[config.mk]
export PLATFORM = sky130hd
export DESIGN_NAME = path_token_extractor
export DESIGN_NICKNAME = d
export VERILOG_FILES = /design/src/ptx_pkg.sv /design/src/ptx_classify.sv /design/src/path_token_extractor.sv
export SDC_FILE = /design/constraint.sdc
export NUM_CORES = 1
export LEC_CHECK = 0
export BUFFER_PORTS_ARGS = -buffer_cell sky130_fd_sc_hd__buf_2
export CAP_MARGIN = 20
export CORE_UTILIZATION = 40
export DETAILED_ROUTE_END_ITERATION = 10
export PLACE_DENSITY_LB_ADDON = 0.2
export SETUP_SLACK_MARGIN = 0.1
export SLEW_MARGIN = 25
export SYNTH_ARGS = -nofsm -noshare
export SYNTH_HDL_FRONTEND = slang
export SYNTH_SLANG_ARGS = --single-unit
export TNS_END_PERCENT = 5
[constraint.sdc]
create_clock -name clk -period 7.41 [get_ports clk]
set_clock_uncertainty 0.1 [all_clocks]
set_input_delay 0.3705 -clock clk [delete_from_list [all_inputs] [get_ports clk]]
set_output_delay 0.3705 -clock clk [all_outputs]
set_load 0.01 [all_outputs]
[src/ptx_pkg.sv]
`default_nettype none

package ptx_pkg;

  localparam int MAX_LINE_LENGTH = 4096;
  localparam int POS_W           = $clog2(MAX_LINE_LENGTH + 1);
  localparam int START_W         = $clog2(MAX_LINE_LENGTH);

  localparam int START_OUT_W = 12;
  localparam int LEN_OUT_W   = 13;
  localparam int START_SAT   = 4095;
  localparam int LEN_SAT     = 4096;

  localparam logic [7:0] CH_UNDERSCORE = 8'h5F;
  localparam logic [7:0] CH_DASH       = 8'h2D;
  localparam logic [7:0] CH_DOT        = 8'h2E;
  localparam logic [7:0] CH_SLASH      = 8'h2F;
  localparam logic [7:0] CH_BACKSLASH  = 8'h5C;
  localparam logic [7:0] CH_COLON      = 8'h3A;
  localparam logic [7:0] CH_DQUOTE     = 8'h22;
  localparam logic [7:0] CH_SQUOTE     = 8'h27;
  localparam logic [7:0] CH_SPACE      = 8'h20;

  typedef enum logic [1:0] {
    MODE_IDLE   = 2'd0,
    MODE_ALPHA1 = 2'd1,
    MODE_UNQ    = 2'd2,
    MODE_QUOTED = 2'd3
  } ptx_mode_t;

  typedef struct packed {
    logic alpha;
    logic digit;
    logic sep;
    logic space;
    logic quote;
    logic single_q;
    logic colon;
    logic pathch;
  } ptx_class_t;

endpackage

`default_nettype wire

[src/ptx_classify.sv]
`default_nettype none

module ptx_classify
  import ptx_pkg::*;
(
  input  wire logic [7:0] ch,
  output ptx_class_t      cls
);

  always_comb begin
    cls.alpha    = (ch inside {[8'h61:8'h7A], [8'h41:8'h5A]});
    cls.digit    = (ch inside {[8'h30:8'h39]});
    cls.sep      = (ch == CH_SLASH) || (ch == CH_BACKSLASH);
    cls.space    = (ch == CH_SPACE) || (ch inside {[8'h09:8'h0D]});
    cls.quote    = (ch == CH_DQUOTE) || (ch == CH_SQUOTE);
    cls.single_q = (ch == CH_SQUOTE);
    cls.colon    = (ch == CH_COLON);
    cls.pathch   = cls.alpha || cls.digit || cls.sep ||
                   (ch == CH_UNDERSCORE) || (ch == CH_DASH) || (ch == CH_DOT);
  end

endmodule

`default_nettype wire

[src/path_token_extractor.sv]
// Channel  Direction  Handshake            Payload
// in       input      in_valid / in_stall   in_ch, in_last
// out      output     out_valid / out_stall out_path_start, out_path_length,
//                                           out_quoted, out_overflow
//
// Each byte is captured in the input register; the scan state and the result register are
// updated from it when it advances, and a stalled result can hold it there before that.
// A new byte may be accepted in every cycle.
// Reset is synchronous and returns the scanner to the between-tokens state.
// A stalled result holds the input register; further bytes are stalled only then.
`default_nettype none

module path_token_extractor
  import ptx_pkg::*;
(
  input  wire logic                   clk,
  input  wire logic                   rst_n,
  input  wire logic                   in_valid,
  output logic                        in_stall,
  input  wire logic [7:0]             in_ch,
  input  wire logic                   in_last,
  output logic                        out_valid,
  input  wire logic                   out_stall,
  output logic [START_OUT_W-1:0]      out_path_start,
  output logic [LEN_OUT_W-1:0]        out_path_length,
  output logic                        out_quoted,
  output logic                        out_overflow
);

  localparam logic [POS_W-1:0]   MAX_POS  = POS_W'(MAX_LINE_LENGTH);
  localparam logic [POS_W-1:0]   LAST_POS = POS_W'(MAX_LINE_LENGTH - 1);
  localparam logic [START_W-1:0] LAST_OFF = START_W'(MAX_LINE_LENGTH - 1);

  logic                   in_v_r;
  logic [7:0]             ch_r;
  logic                   last_r;

  ptx_mode_t              mode_r, mode_nxt;
  logic                   qsingle_r, qsingle_nxt;
  logic [START_W-1:0]     tstart_r, tstart_nxt;
  logic [POS_W-1:0]       pos_r, pos_nxt;
  logic                   qual_r, qual_nxt;
  logic                   ovf_r, ovf_nxt;

  logic                   out_v_r;
  logic [START_OUT_W-1:0] out_start_r;
  logic [LEN_OUT_W-1:0]   out_len_r;
  logic                   out_quoted_r;
  logic                   out_ovf_r;

  ptx_class_t             cls;
  logic                   advance;
  logic                   in_range;
  logic                   ovf_now;
  logic [START_W-1:0]     off;
  logic [POS_W-1:0]       pos_inc;
  logic [POS_W-1:0]       incl_end;
  logic [START_W-1:0]     qstart;
  logic                   close_q;
  logic                   emit;
  logic                   emit_incl;
  logic                   emit_quoted;
  logic [START_W-1:0]     emit_start;
  logic [POS_W-1:0]       emit_end;
  logic [POS_W-1:0]       start_ext;
  logic [POS_W-1:0]       len;
  logic [START_OUT_W-1:0] start_sat;
  logic [LEN_OUT_W-1:0]   len_sat;

  ptx_classify u_classify (
    .ch  (ch_r),
    .cls (cls)
  );

  assign advance  = in_v_r && (!out_v_r || !out_stall);
  assign in_stall = in_v_r && !advance;

  assign in_range = (pos_r < MAX_POS);
  assign ovf_now  = ovf_r || !in_range;
  assign off      = in_range ? pos_r[START_W-1:0] : LAST_OFF;
  assign pos_inc  = pos_r + POS_W'(1);
  assign incl_end = in_range ? pos_inc : MAX_POS;
  assign qstart   = (pos_inc > LAST_POS) ? LAST_OFF : pos_inc[START_W-1:0];
  assign close_q  = cls.quote && (cls.single_q == qsingle_r);

  always_comb begin
    mode_nxt = mode_r;
    case (mode_r)
      MODE_QUOTED: begin
        if (close_q) begin
          mode_nxt = MODE_IDLE;
        end
      end
      MODE_ALPHA1, MODE_UNQ: begin
        if ((mode_r == MODE_ALPHA1) && cls.colon) begin
          mode_nxt = MODE_UNQ;
        end else if (cls.pathch) begin
          mode_nxt = MODE_UNQ;
        end else if (cls.quote) begin
          mode_nxt = MODE_QUOTED;
        end else begin
          mode_nxt = MODE_IDLE;
        end
      end
      MODE_IDLE: begin
        if (cls.space) begin
          mode_nxt = MODE_IDLE;
        end else if (cls.quote) begin
          mode_nxt = MODE_QUOTED;
        end else if (cls.pathch) begin
          mode_nxt = cls.alpha ? MODE_ALPHA1 : MODE_UNQ;
        end
      end
      default: mode_nxt = MODE_IDLE;
    endcase
    if (last_r) begin
      mode_nxt = MODE_IDLE;
    end
  end

  always_comb begin
    qsingle_nxt = qsingle_r;
    tstart_nxt  = tstart_r;
    qual_nxt    = qual_r;
    emit        = 1'b0;
    emit_incl   = 1'b1;
    emit_quoted = 1'b0;
    emit_start  = tstart_r;
    case (mode_r)
      MODE_QUOTED: begin
        emit_quoted = 1'b1;
        if (close_q) begin
          emit      = qual_r;
          emit_incl = 1'b0;
        end else begin
          qual_nxt = qual_r || cls.sep;
          emit     = last_r && (qual_r || cls.sep);
        end
      end
      MODE_ALPHA1, MODE_UNQ: begin
        if ((mode_r == MODE_ALPHA1) && cls.colon) begin
          qual_nxt = 1'b1;
          emit     = last_r;
        end else if (cls.pathch) begin
          qual_nxt = qual_r || cls.sep;
          emit     = last_r && (qual_r || cls.sep);
        end else begin
          emit      = qual_r;
          emit_incl = 1'b0;
          qual_nxt  = 1'b0;
          if (cls.quote) begin
            qsingle_nxt = cls.single_q;
            tstart_nxt  = qstart;
          end
        end
      end
      MODE_IDLE: begin
        if (cls.space) begin
          emit = 1'b0;
        end else if (cls.quote) begin
          qsingle_nxt = cls.single_q;
          tstart_nxt  = qstart;
          qual_nxt    = 1'b0;
        end else if (cls.pathch) begin
          tstart_nxt = off;
          emit_start = off;
          qual_nxt   = cls.sep;
          emit       = last_r && cls.sep;
        end
      end
      default: emit = 1'b0;
    endcase
    pos_nxt = incl_end;
    ovf_nxt = ovf_now;
    if (last_r) begin
      qsingle_nxt = 1'b0;
      tstart_nxt  = '0;
      qual_nxt    = 1'b0;
      pos_nxt     = '0;
      ovf_nxt     = 1'b0;
    end
  end

  assign emit_end  = emit_incl ? incl_end : pos_r;
  assign start_ext = POS_W'(emit_start);
  assign len       = (emit_end > start_ext) ? (emit_end - start_ext) : POS_W'(1);
  assign start_sat = (32'(emit_start) > 32'(START_SAT)) ? START_OUT_W'(START_SAT)
                                                         : START_OUT_W'(emit_start);
  assign len_sat   = (32'(len) > 32'(LEN_SAT)) ? LEN_OUT_W'(LEN_SAT) : LEN_OUT_W'(len);

  always_ff @(posedge clk) begin
    if (!rst_n) begin
      in_v_r <= 1'b0;
    end else if (!in_stall) begin
      in_v_r <= in_valid;
    end
  end

  always_ff @(posedge clk) begin
    if (in_valid && !in_stall) begin
      ch_r   <= in_ch;
      last_r <= in_last;
    end
  end

  always_ff @(posedge clk) begin
    if (!rst_n) begin
      mode_r    <= MODE_IDLE;
      qsingle_r <= 1'b0;
      tstart_r  <= '0;
      pos_r     <= '0;
      qual_r    <= 1'b0;
      ovf_r     <= 1'b0;
    end else if (advance) begin
      mode_r    <= mode_nxt;
      qsingle_r <= qsingle_nxt;
      tstart_r  <= tstart_nxt;
      pos_r     <= pos_nxt;
      qual_r    <= qual_nxt;
      ovf_r     <= ovf_nxt;
    end
  end

  always_ff @(posedge clk) begin
    if (!rst_n) begin
      out_v_r <= 1'b0;
    end else if (advance) begin
      out_v_r <= emit;
    end else if (out_v_r && !out_stall) begin
      out_v_r <= 1'b0;
    end
  end

  always_ff @(posedge clk) begin
    if (advance && emit) begin
      out_start_r  <= start_sat;
      out_len_r    <= len_sat;
      out_quoted_r <= emit_quoted;
      out_ovf_r    <= ovf_now;
    end
  end

  assign out_valid       = out_v_r;
  assign out_path_start  = out_start_r;
  assign out_path_length = out_len_r;
  assign out_quoted      = out_quoted_r;
  assign out_overflow    = out_ovf_r;

endmodule

`default_nettype wire

==> results of run 1 <==
stage by stage:
step | hold slack [ns] | instances | setup WS [ns]
floorplan | 0.3293 | 528 | 3.082
global placement | 0.3571 | 679 | 2.350
detailed placement | 0.3571 | 679 | 2.150
CTS | 0.1058 | 695 | 2.145
global route | 0.1052 | 695 | 1.690
finish | 0.1118 | 695 | 2.074
logic make-up after synthesis:
| kind of cell | count (synthesis) |
|---|---|
| flip-flops | 68 |
| AND/OR/NAND/NOR | 207 |
| buffers and inverters | 53 |
| multiplexers | 3 |
| XOR/XNOR | 23 |
| adder cells (fa/ha/maj) | 19 |
| AO/OA/AOI/OAI | 155 |
cell usage in the layout, fill, tap and decap left out, drive strengths merged, types with 6 or more instances in the layout:
| cell type | netlist | layout |
|---|---|---|
| nor2b | 17 | 17 |
| dfxtp | 32 | 32 |
| a211oi | 6 | 6 |
| nand2 | 50 | 50 |
| xor2 | 8 | 8 |
| buf | 11 | 46 |
| a32o | 10 | 10 |
| nand3 | 16 | 16 |
| clkbuf | 24 | 10 |
| o21ai | 46 | 46 |
| nor3 | 30 | 30 |
| nor2 | 46 | 46 |
| and2 | 12 | 12 |
| o31ai | 7 | 7 |
| a21oi | 24 | 24 |
| and3 | 11 | 11 |
| inv | 18 | 18 |
| xnor2 | 15 | 15 |
| ha | 18 | 18 |
| edfxtp | 36 | 36 |
area by class of cell:
cell class	instances	area (um2)	share of cell area [%]
clock inverter	6	88.84	1.727
sequential	68	1722	33.48
inverter	18	67.56	1.314
multi-input combinational	407	2618	50.90
tap	140	175.2	3.406
clock buffer	10	229.0	4.453
timing repair buffer	46	242.7	4.720
per-layer routing:
metal,global-route usage [%],share of wire (%)
met3,2.929,4.9
met5,0,0
met2,31.37,46
met1,27.93,47
met4,7.336,1.6
flip-flops by register name, summed over array words and instances (netlist names):
| register | cells |
|---|---|
| mode_r | 2 |
| last_r | 1 |
| ch_r | 8 |
| out_quoted | 1 |
| qual_r | 1 |
| out_overflow | 1 |
| pos_r | 13 |
| tstart_r | 12 |
| out_path_start | 12 |
| out_path_length | 13 |
| out_valid | 1 |
| in_v_r | 1 |
| ovf_r | 1 |
| qsingle_r | 1 |
where the power goes:
group / total (mW) / internal [mW] / switching, mW
clock network: 0.463 / 0.295 / 0.168
logic: 0.151 / 0.0592 / 0.0918
registers: 0.411 / 0.403 / 0.00842
total: 1.02 / 0.756 / 0.268
Yosys cell counts, types with 6 or more instances:
master / instances / share of area [%]
a211oi_1: 6 / 0.99
a21oi_1: 24 / 2.6
xnor2_1: 15 / 2.9
clkbuf_1: 24 / 2.0
and3_1: 11 / 1.5
nor2_1: 46 / 3.8
o21ai_0: 31 / 3.4
nor2b_1: 17 / 2.3
nand3_1: 16 / 1.8
inv_1: 18 / 1.5
edfxtp_1: 36 / 24
o21ai_1: 15 / 1.6
nand2_1: 50 / 4.1
ha_1: 18 / 4.9
dfxtp_1: 32 / 14
nor3_1: 27 / 3.0
xor2_1: 8 / 1.5
a32o_1: 10 / 2.2
and2_1: 11 / 1.5
o31ai_1: 7 / 1.2
buf_2: 8 / 0.88
worst paths after layout:
path,from,slack (ns),end
worst max-delay path,ch_r[4],2.07,out_path_length[2]
worst min-delay path,in_ch[4],0.11,ch_r[4]
worst max register to register,ch_r[4],2.07,out_path_length[2]
worst min register to register,ovf_r,0.37,ovf_r
worst max-delay path, stage by stage, from the launching register on:
cell      delay (ns)
edfxtp_1        0.47
nand2b_1        0.22
o32ai_1         0.44
and2_4          0.26
or3_1           0.46
nand2_1         0.32
nand2_1         0.13
o21ai_0         0.13
ha_1            0.24
fa_1            0.40
nor2b_1         0.14
o21a_1          0.14
or2_1           0.16
a41oi_1         0.18
o21ai_0         0.20
a21oi_1         0.10
xnor2_1         0.78
a211oi_1        0.17
==> metrics.txt, run 1 <==
fillers 1058; Synth Warn # 0; TritonCTS clock tree built; syn avg cell area 8.635 um2; Max Slew Vio Count 0; # IOs 42; initial core utilization 41.51%; Post-CTS Resized 0; Syn Inst Count 528; largest family of logic cells by synthesized area compound AO/OA/AOI/OAI gates; post-layout min period 5.336 ns; Compound-Gate Fraction of Synth Area 23.68%; Clock transition at path regs 0.06 ns; Max VDD drop 91.18 uV; Worst Path Max Fanout 14; fraction of registers with async set/reset 0%; Setup TNS Final 0 ns; TritonRoute pass-1 iters 6; antenna violations before repair 0; post-route cell area 5142 um2; largest net degree at the start of global routing 35; post-synthesis mux area share 0.7135%; Synth Area in XOR/XNOR 4.418%; # diodes 0; number of flops mapped to enable cells by yosys 36; postcts setup bufs 0; DPL Wire Length 8.333 mm; vias in the first global route 3572; share of cells above drive strength 1 13.33%; final antenna-violating net count 0; CTS Sinks 68; Detailed Route WL 11.37 mm; RSZ-0062 raised after global routing false; gpl congestion 0.8582; Power Density 199.3 nW/um2; Worst setup SP type register; Total Power 1.025 mW; Worst setup EP type register; Nets 582; Hold-fix buffers, CTS 0; H-tree levels 3; Seq/Total Area, Yosys 37.76%; count of final setup violators 0; DRC Markers 0; Core Util, Final 46.82%; Tcrit/Tclk final 72.01%; max_cap viols 0; total global routing overflow 0; post-synthesis cell area 4559 um2; distinct cell type count after synthesis 68; Post-Synth Adder-Cell Area 5.379%; Area Growth Syn to Fin 12.79%; GRT Overall Usage 20.03%; CTS Buf Count 9; Leakage Power 1.964 nW; hold crit path type in2reg; die width 108.8 um; Synth Flop Type edfxtp_1; worst slew pin tran 0.9699 ns; Clock Tree Buf Depth 2; Via Count 3981; Core ar. 10980 um2; final hold viol count 0; reg2reg path depth 17; DR WL/cell 16.37 um; clock latency on the worst-skew pair 0.33 ns; Area after DPL 4825 um2; Root Buffer clkbuf_16; Simple-Gate Fraction of Synth Area 23.13%; Syn Nets 560; first-pass GRT wire length 18.44 mm; Initial DRC Count 333; outcome finished clean; CP arrival 5.27 ns; DIE AREA 11830 um2; Rows 38; Vias/cell 5.728; Chip Height 108.8 um; Hold Path Depth 1; slew margin rel. 34.88%; # port buffers 41; FF+latch count, synth 68; fmax 187.4 MHz; Worst Path Required 7.35 ns; Crit Path Category reg2reg
No activity file was read; power rests on OpenSTA's default activity.
==> inputs of run 2 (changes only) <==
ABC_AREA = 1   (was unset)
clock period = 5.45 ns   (was 7.41 ns; I/O delays follow)
==> run 2 against run 1 <==
Power up 39%. First-iteration DRC count shrank 36%. Combinational power is 140% higher. Cell area is 1.1% lower. Largest power group is now registers. Sequential power grew 38%. Worst setup slack got worse by 1.5 ns.
==> metrics.txt, run 2 <==
outcome finished clean (unchanged); vias in the first global route 3914 (was 3572); fmax 206.0 MHz (was 187.4 MHz); RSZ-0062 raised after global routing false (unchanged); Power Density 279.8 nW/um2 (was 199.3 nW/um2); slew margin rel. 31.50% (was 34.88%); Clock Tree Buf Depth 2 (unchanged); Crit Path Category reg2reg (unchanged); initial core utilization 41.08% (was 41.51%); Synth Warn # 0 (unchanged); antenna violations before repair 0 (unchanged); final setup margin 0.5950 ns (was 2.074 ns); most common cell in the netlist nand2_1 (unchanged); Worst Path Max Fanout 14 (unchanged); placed instance count 775 (was 679); final antenna-violating net count 0 (unchanged); post-layout min period 4.855 ns (was 5.336 ns); # port buffers 41 (unchanged); die width 107.5 um (was 108.8 um); top cells by count, synth nand2_1, inv_1, a21oi_1, nor2_1, nand3_1 (was nand2_1, nor2_1, edfxtp_1); final hold viol count 0 (unchanged); syn avg cell area 7.264 um2 (was 8.635 um2); Tcrit/Tclk final 89.08% (was 72.01%); post-route cell area 5086 um2 (was 5142 um2); post-synthesis cell area 4453 um2 (was 4559 um2); # IOs 42 (unchanged); Worst setup SP type register (unchanged); distinct cell type count after synthesis 41 (was 68); DR WL/cell 14.16 um (was 16.37 um); post-synth top area share 24.28% (was 23.71%); worst slack at placement 0.4369 ns (was 2.150 ns); most common cell after layout, fill and taps aside nand2_1 (unchanged); Area Growth Syn to Fin 14.22% (was 12.79%); reg2reg path depth 22 (was 17); leading area contributor after synthesis edfxtp_1 (unchanged); CTS Sinks 68 (unchanged); Root Buffer clkbuf_8 (was clkbuf_16); Clock transition at path regs 0.08 ns (was 0.06 ns); Area after DPL 4751 um2 (was 4825 um2); share of cells above drive strength 1 12.84% (was 13.33%); Core ar. 10840 um2 (was 10980 um2); TritonCTS clock tree built (unchanged); Total Power 1.423 mW (was 1.025 mW); Worst setup EP type register (unchanged); DRC Markers 0 (unchanged); FF+latch count, synth 68 (unchanged); total global routing overflow 0 (unchanged); reg-to-reg endpoint out_path_length[0] (was out_path_length[2]); hold crit path type in2reg (unchanged); Worst Hold Path EP qsingle_r (was ch_r[4]); Setup TNS Final 0 ns (unchanged); worst r2r src ch_r[7] (was ch_r[4]); max_cap viols 0 (unchanged); fraction of registers with async set/reset 0% (unchanged); largest net degree at the start of global routing 32 (was 35); Worst R2R Setup Slack 0.59 ns (was 2.07 ns); Worst Path Required 5.56 ns (was 7.35 ns); routed wl met2 5.245 mm (was 5.225 mm); Hold Path Depth 3 (was 1); clock latency on the worst-skew pair 0.37 ns (was 0.33 ns); TritonRoute pass-1 iters 4 (was 6); CTS Buf Count 9 (unchanged); Vias/cell 5.243 (was 5.728); Syn Inst Count 613 (was 528); Detailed Route WL 11.36 mm (was 11.37 mm); Initial DRC Count 212 (was 333); Synth area leaders edfxtp_1, dfxtp_1, nand2_1 (was edfxtp_1, dfxtp_1, ha_1); Chip Height 107.5 um (was 108.8 um); Rows 38 (unchanged); Seq/Total Area, Yosys 38.66% (was 37.76%); most frequent cells in the layout nand2_1, inv_1, nor2_1, a21oi_1, nand3_1 (was nand2_1, nor2_1, buf_2, edfxtp_1, dfxtp_1); CP arrival 4.97 ns (was 5.27 ns); Top Metal Used met4 (unchanged); wire length on met3 570 um (was 559 um); worst slew pin tran 1.024 ns (was 0.9699 ns); GRT Overall Usage 20.68% (was 20.03%); gpl congestion 0.8941 (was 0.8582); Via Count 4205 (was 3981); DIE AREA 11560 um2 (was 11830 um2); first-pass GRT wire length 18.40 mm (was 18.44 mm); DPL Wire Length 8.415 mm (was 8.333 mm); fillers 1106 (was 1058); Max VDD drop 104.4 uV (was 91.18 uV); Leakage Power 2.207 nW (was 1.964 nW); H-tree levels 3 (unchanged); Nets 689 (was 582); number of flops mapped to enable cells by yosys 36 (unchanged); Syn Nets 645 (was 560); count of final setup violators 0 (unchanged); worst hold start rst_n (was in_ch[4]); # diodes 0 (unchanged); WL met1 5.204 mm (was 5.402 mm); Max Slew Vio Count 0 (unchanged); fin cells 802 (was 695); Synth Flop Type edfxtp_1 (unchanged)
run 2: cell types whose count changed in the layout (fill, tap and decap cells not counted), moves of 11 or more:
| cell | previous run | this run |
|---|---|---|
| a21oi_1 | 23 | 54 |
| and2_1 | 11 | 0 |
| and3_1 | 11 | 0 |
| inv_1 | 18 | 75 |
| nand2_1 | 50 | 146 |
| nand3_1 | 16 | 45 |
| nor2b_1 | 17 | 0 |
| nor3_1 | 27 | 8 |
| o21ai_1 | 15 | 2 |
| xnor2_1 | 15 | 4 |
run 2: timing repair:
item / in CTS / in global routing
hold buffers: 9 / 0
buffers inserted: 0 / 2
gates resized for setup: 0 / 1
endpoints found under the hold margin: 9 / 0
endpoints found under the setup margin: 0 / 5
run 2: cell type report:
| type | count | area, um2 | area share [%] |
|---|---|---|---|
| Tap cell | 140 | 175.2 | 3.444 |
| Clock buffer | 9 | 123.9 | 2.435 |
| Multi-Input combinational cell | 442 | 2330 | 45.81 |
| Inverter | 82 | 311.5 | 6.125 |
| Timing Repair Buffer | 54 | 325.3 | 6.396 |
| Sequential cell | 68 | 1722 | 33.85 |
| Clock inverter | 7 | 98.84 | 1.943 |
run 2: per-layer routing:
layer | global-route usage (%) | up-vias
met4 | 11.74 | 0
li1 | - | 2125
met5 | 0 | -
met3 | 3.329 | 26
met2 | 33.97 | 120
met1 | 25.63 | 1934
run 2: worst max-delay path by stage:
stage                     cells after the start    start  slack (ns)                  to
after floorplan                              21  ch_r[1]        1.79  out_path_length[0]
after global placement                       20  ch_r[3]        0.59  out_path_length[8]
after detailed placement                     18  ch_r[7]        0.44  out_path_length[0]
after CTS                                    18  ch_r[7]        0.40  out_path_length[0]
after global routing                         22  ch_r[7]        0.11  out_path_length[9]
final                                        22  ch_r[7]        0.59  out_path_length[0]
run 2: metrics by stage:
| stage | utilization, % | hold WS [ns] |
|---|---|---|
| after floorplan | - | 0.2714 |
| after global placement | 43.82 | 0.3484 |
| after detailed placement | 43.82 | 0.3506 |
| after CTS | 46.71 | 0.03397 |
| after global routing | 46.92 | 0.06593 |
| final | 46.92 | 0.05422 |
run 2: kinds of logic (layout without fill, tap and decap cells):
family	count (synthesis)	in the layout	share of synthesized area (%)
simple gates	284	284	28.18
compound gates	122	122	15.20
xor+xnor	17	17	3.344
buf+inv	103	152	9.103
fa+ha+maj	19	19	5.507
flops	68	68	38.66
run 2: critical path: stages (launching register included):
cell and delay (ns):
edfxtp_1 0.44, nor2_1 0.20, nand2_1 0.16, nor2_1 0.14, nor2_2 0.06, nand2_1 0.05
nor2_1 0.05, nand2_1 0.41, clkinvlp_4 0.33, nand2_1 0.11, o211ai_1 0.10, o22ai_1 0.17
inv_1 0.08, ha_1 0.21, fa_1 0.40, o21ai_1 0.38, a21oi_1 0.18, o21ai_1 0.18
xor2_1 0.27, nand4_1 0.15, a21oi_2 0.18, nand3_4 0.14, a21oi_1 0.18
run 2: where the power goes:
part | switching (mW) | total [mW] | internal (mW) | leakage, nW
Combinational | 0.246 | 0.368 | 0.122 | 1.53
Clock | 0.226 | 0.487 | 0.261 | 0.110
Sequential | 0.00942 | 0.568 | 0.559 | 0.571
==> inputs of run 3 (changes only) <==
RECOVER_POWER = 50   (was unset)
==> run 3 against run 2 <==
Cell area decreased by 0.93%. Global-route usage stayed put. Via count is 0.83% lower. Largest power group unchanged. Wire length increased by 0.15%. Worst setup slack worse by 0.064 ns. Register-to-register slack got worse by 0.06 ns.
==> metrics.txt, run 3 (synthesized netlist as in run 2, its figures left out) <==
fin cells 802 (unchanged); CTS Buf Count 9 (unchanged); Core ar. 10840 um2 (unchanged); Clock Tree Buf Depth 2 (unchanged); slew margin rel. 32.74% (was 31.50%); worst slew pin tran 1.005 ns (was 1.024 ns); Hold Worst Slack 0.05154 ns (was 0.05422 ns); Reg area 1722 um2 (unchanged); Via Count 4170 (was 4205); Max VDD drop 104.3 uV (was 104.4 uV); Vias/cell 5.200 (was 5.243); fillers 1121 (was 1106); final antenna-violating net count 0 (unchanged); Initial DRC Count 190 (was 212); Detailed Route WL 11.37 mm (was 11.36 mm); worst r2r src ch_r[1] (was ch_r[7]); CTS Sinks 68 (unchanged); outcome finished clean (unchanged); DIE AREA 11560 um2 (unchanged); # IOs 42 (unchanged); Setup crit start ch_r[1] (was ch_r[7]); reg2reg path depth 22 (unchanged); # port buffers 41 (unchanged); Worst setup SP type register (unchanged); Power Density 282.5 nW/um2 (was 279.8 nW/um2); CP arrival 5.03 ns (was 4.97 ns); fmax 203.3 MHz (was 206.0 MHz); Worst Path Max Fanout 14 (unchanged); DPL Wire Length 8.415 mm (unchanged); initial core utilization 41.08% (unchanged); Multi-input gate area 2323 um2 (was 2330 um2); hold crit path type in2reg (unchanged); total global routing overflow 0 (unchanged); DRC Markers 0 (unchanged); Tcrit/Tclk final 90.25% (was 89.08%); Worst R2R Setup Slack 0.53 ns (was 0.59 ns); clock latency on the worst-skew pair 0.37 ns (about the same); reg-to-reg endpoint out_path_length[0] (unchanged); DR WL/cell 14.18 um (was 14.16 um); Crit Path Category reg2reg (unchanged); placed instance count 775 (unchanged); die width 107.5 um (unchanged); Setup TNS Final 0 ns (unchanged); vias in the first global route 3914 (unchanged); final hold viol count 0 (unchanged); count of final setup violators 0 (unchanged); Worst Path Required 5.56 ns (about the same); post-layout min period 4.919 ns (was 4.855 ns); max_cap viols 0 (unchanged); Chip Height 107.5 um (unchanged); Root Buffer clkbuf_8 (unchanged); Rows 38 (unchanged); CP Capture Point out_path_length[0] (unchanged); wire length on met3 514 um (was 570 um); routed wl met2 5.233 mm (was 5.245 mm); first-pass GRT wire length 18.40 mm (unchanged); antenna violations before repair 0 (unchanged); Worst setup EP type register (unchanged); Clock transition at path regs 0.09 ns (was 0.08 ns); RSZ-0062 raised after global routing false (unchanged); TritonRoute pass-1 iters 4 (unchanged); Area Growth Syn to Fin 13.15% (was 14.22%); most common cell after layout, fill and taps aside nand2_1 (unchanged); gpl congestion 0.8941 (unchanged); # diodes 0 (unchanged); WL met1 5.291 mm (was 5.204 mm); largest net degree at the start of global routing 32 (unchanged); GRT Overall Usage 20.68% (unchanged); Top Metal Used met4 (unchanged); TritonCTS clock tree built (unchanged); Nets 689 (unchanged); H-tree levels 3 (unchanged); share of cells above drive strength 1 7.855% (was 12.84%); Total Power 1.423 mW (about the same); Leakage Power 2.132 nW (was 2.207 nW); most frequent cells in the layout nand2_1, inv_1, nor2_1, a21oi_1, nand3_1 (unchanged); Max Slew Vio Count 0 (unchanged)
## run 3: critical path, cell delays in order, from the launching register on
cell,delay (ns)
edfxtp_1,0.46
nor2_1,0.29
nand2_1,0.10
nor2_1,0.13
nor2_2,0.07
nand2_1,0.05
nor2_1,0.05
nand2_1,0.42
clkinvlp_4,0.34
nand2_1,0.12
o211ai_1,0.11
o22ai_1,0.16
inv_1,0.08
ha_1,0.21
fa_1,0.40
o21ai_1,0.38
a21oi_1,0.18
o21ai_1,0.18
xor2_1,0.27
nand4_1,0.15
a21oi_2,0.18
nand3_4,0.14
a21oi_1,0.18
## run 3: layer usage
layer	global-route usage [%]	vias to the layer above
li1	-	2124
met1	25.63	1916
met2	33.97	103
met3	3.329	27
met4	11.74	0
met5	0	-
## run 3: how the worst min path moves through the flow
stage / start / to / slack (ns) / cells after the start
final: rst_n / qsingle_r / 0.05 / 3
after global routing: rst_n / qsingle_r / 0.07 / 3
after CTS: rst_n / qsingle_r / 0.03 / 3
after detailed placement: in_ch[4] / ch_r[4] / 0.35 / 1
after global placement: ovf_r / ovf_r / 0.35 / 2
after floorplan: in_ch[0] / ch_r[0] / 0.27 / 0
## run 3: repair_timing
| item | 4_1_cts | 5_1_grt |
|---|---|---|
| endpoints found under the hold margin | 9 | 0 |
| hold buffers | 9 | 0 |
| gates resized for setup | 0 | 1 |
| buffers inserted | 0 | 2 |
| endpoints found under the setup margin | 0 | 5 |
## run 3: power by group
group / switching, mW / internal (mW) / total (mW) / leakage [nW]
Combinational: 0.246 / 0.121 / 0.367 / 1.45
Sequential: 0.00928 / 0.559 / 0.568 / 0.571
Clock: 0.227 / 0.261 / 0.488 / 0.110
Total: 0.483 / 0.941 / 1.42 / 2.13
## run 3: layout make-up
cell class | count | share of cell area, %
Clock inverter | 7 | 1.962
Timing Repair Buffer | 54 | 5.637
Inverter | 82 | 6.183
Sequential cell | 68 | 34.17
Tap cell | 140 | 3.477
Clock buffer | 9 | 2.458
Multi-Input combinational cell | 442 | 46.11
## run 3: through the flow
stage               worst slack (ns)  utilization (%)  instance area (um2)
floorplan                      1.789                -                 4453
detailed placement            0.4369            43.82                 4751
global route                  0.1145            46.48                 5039
finish                        0.5314            46.48                 5039
global placement              0.5918            43.82                 4751
CTS                           0.3969            46.71                 5064
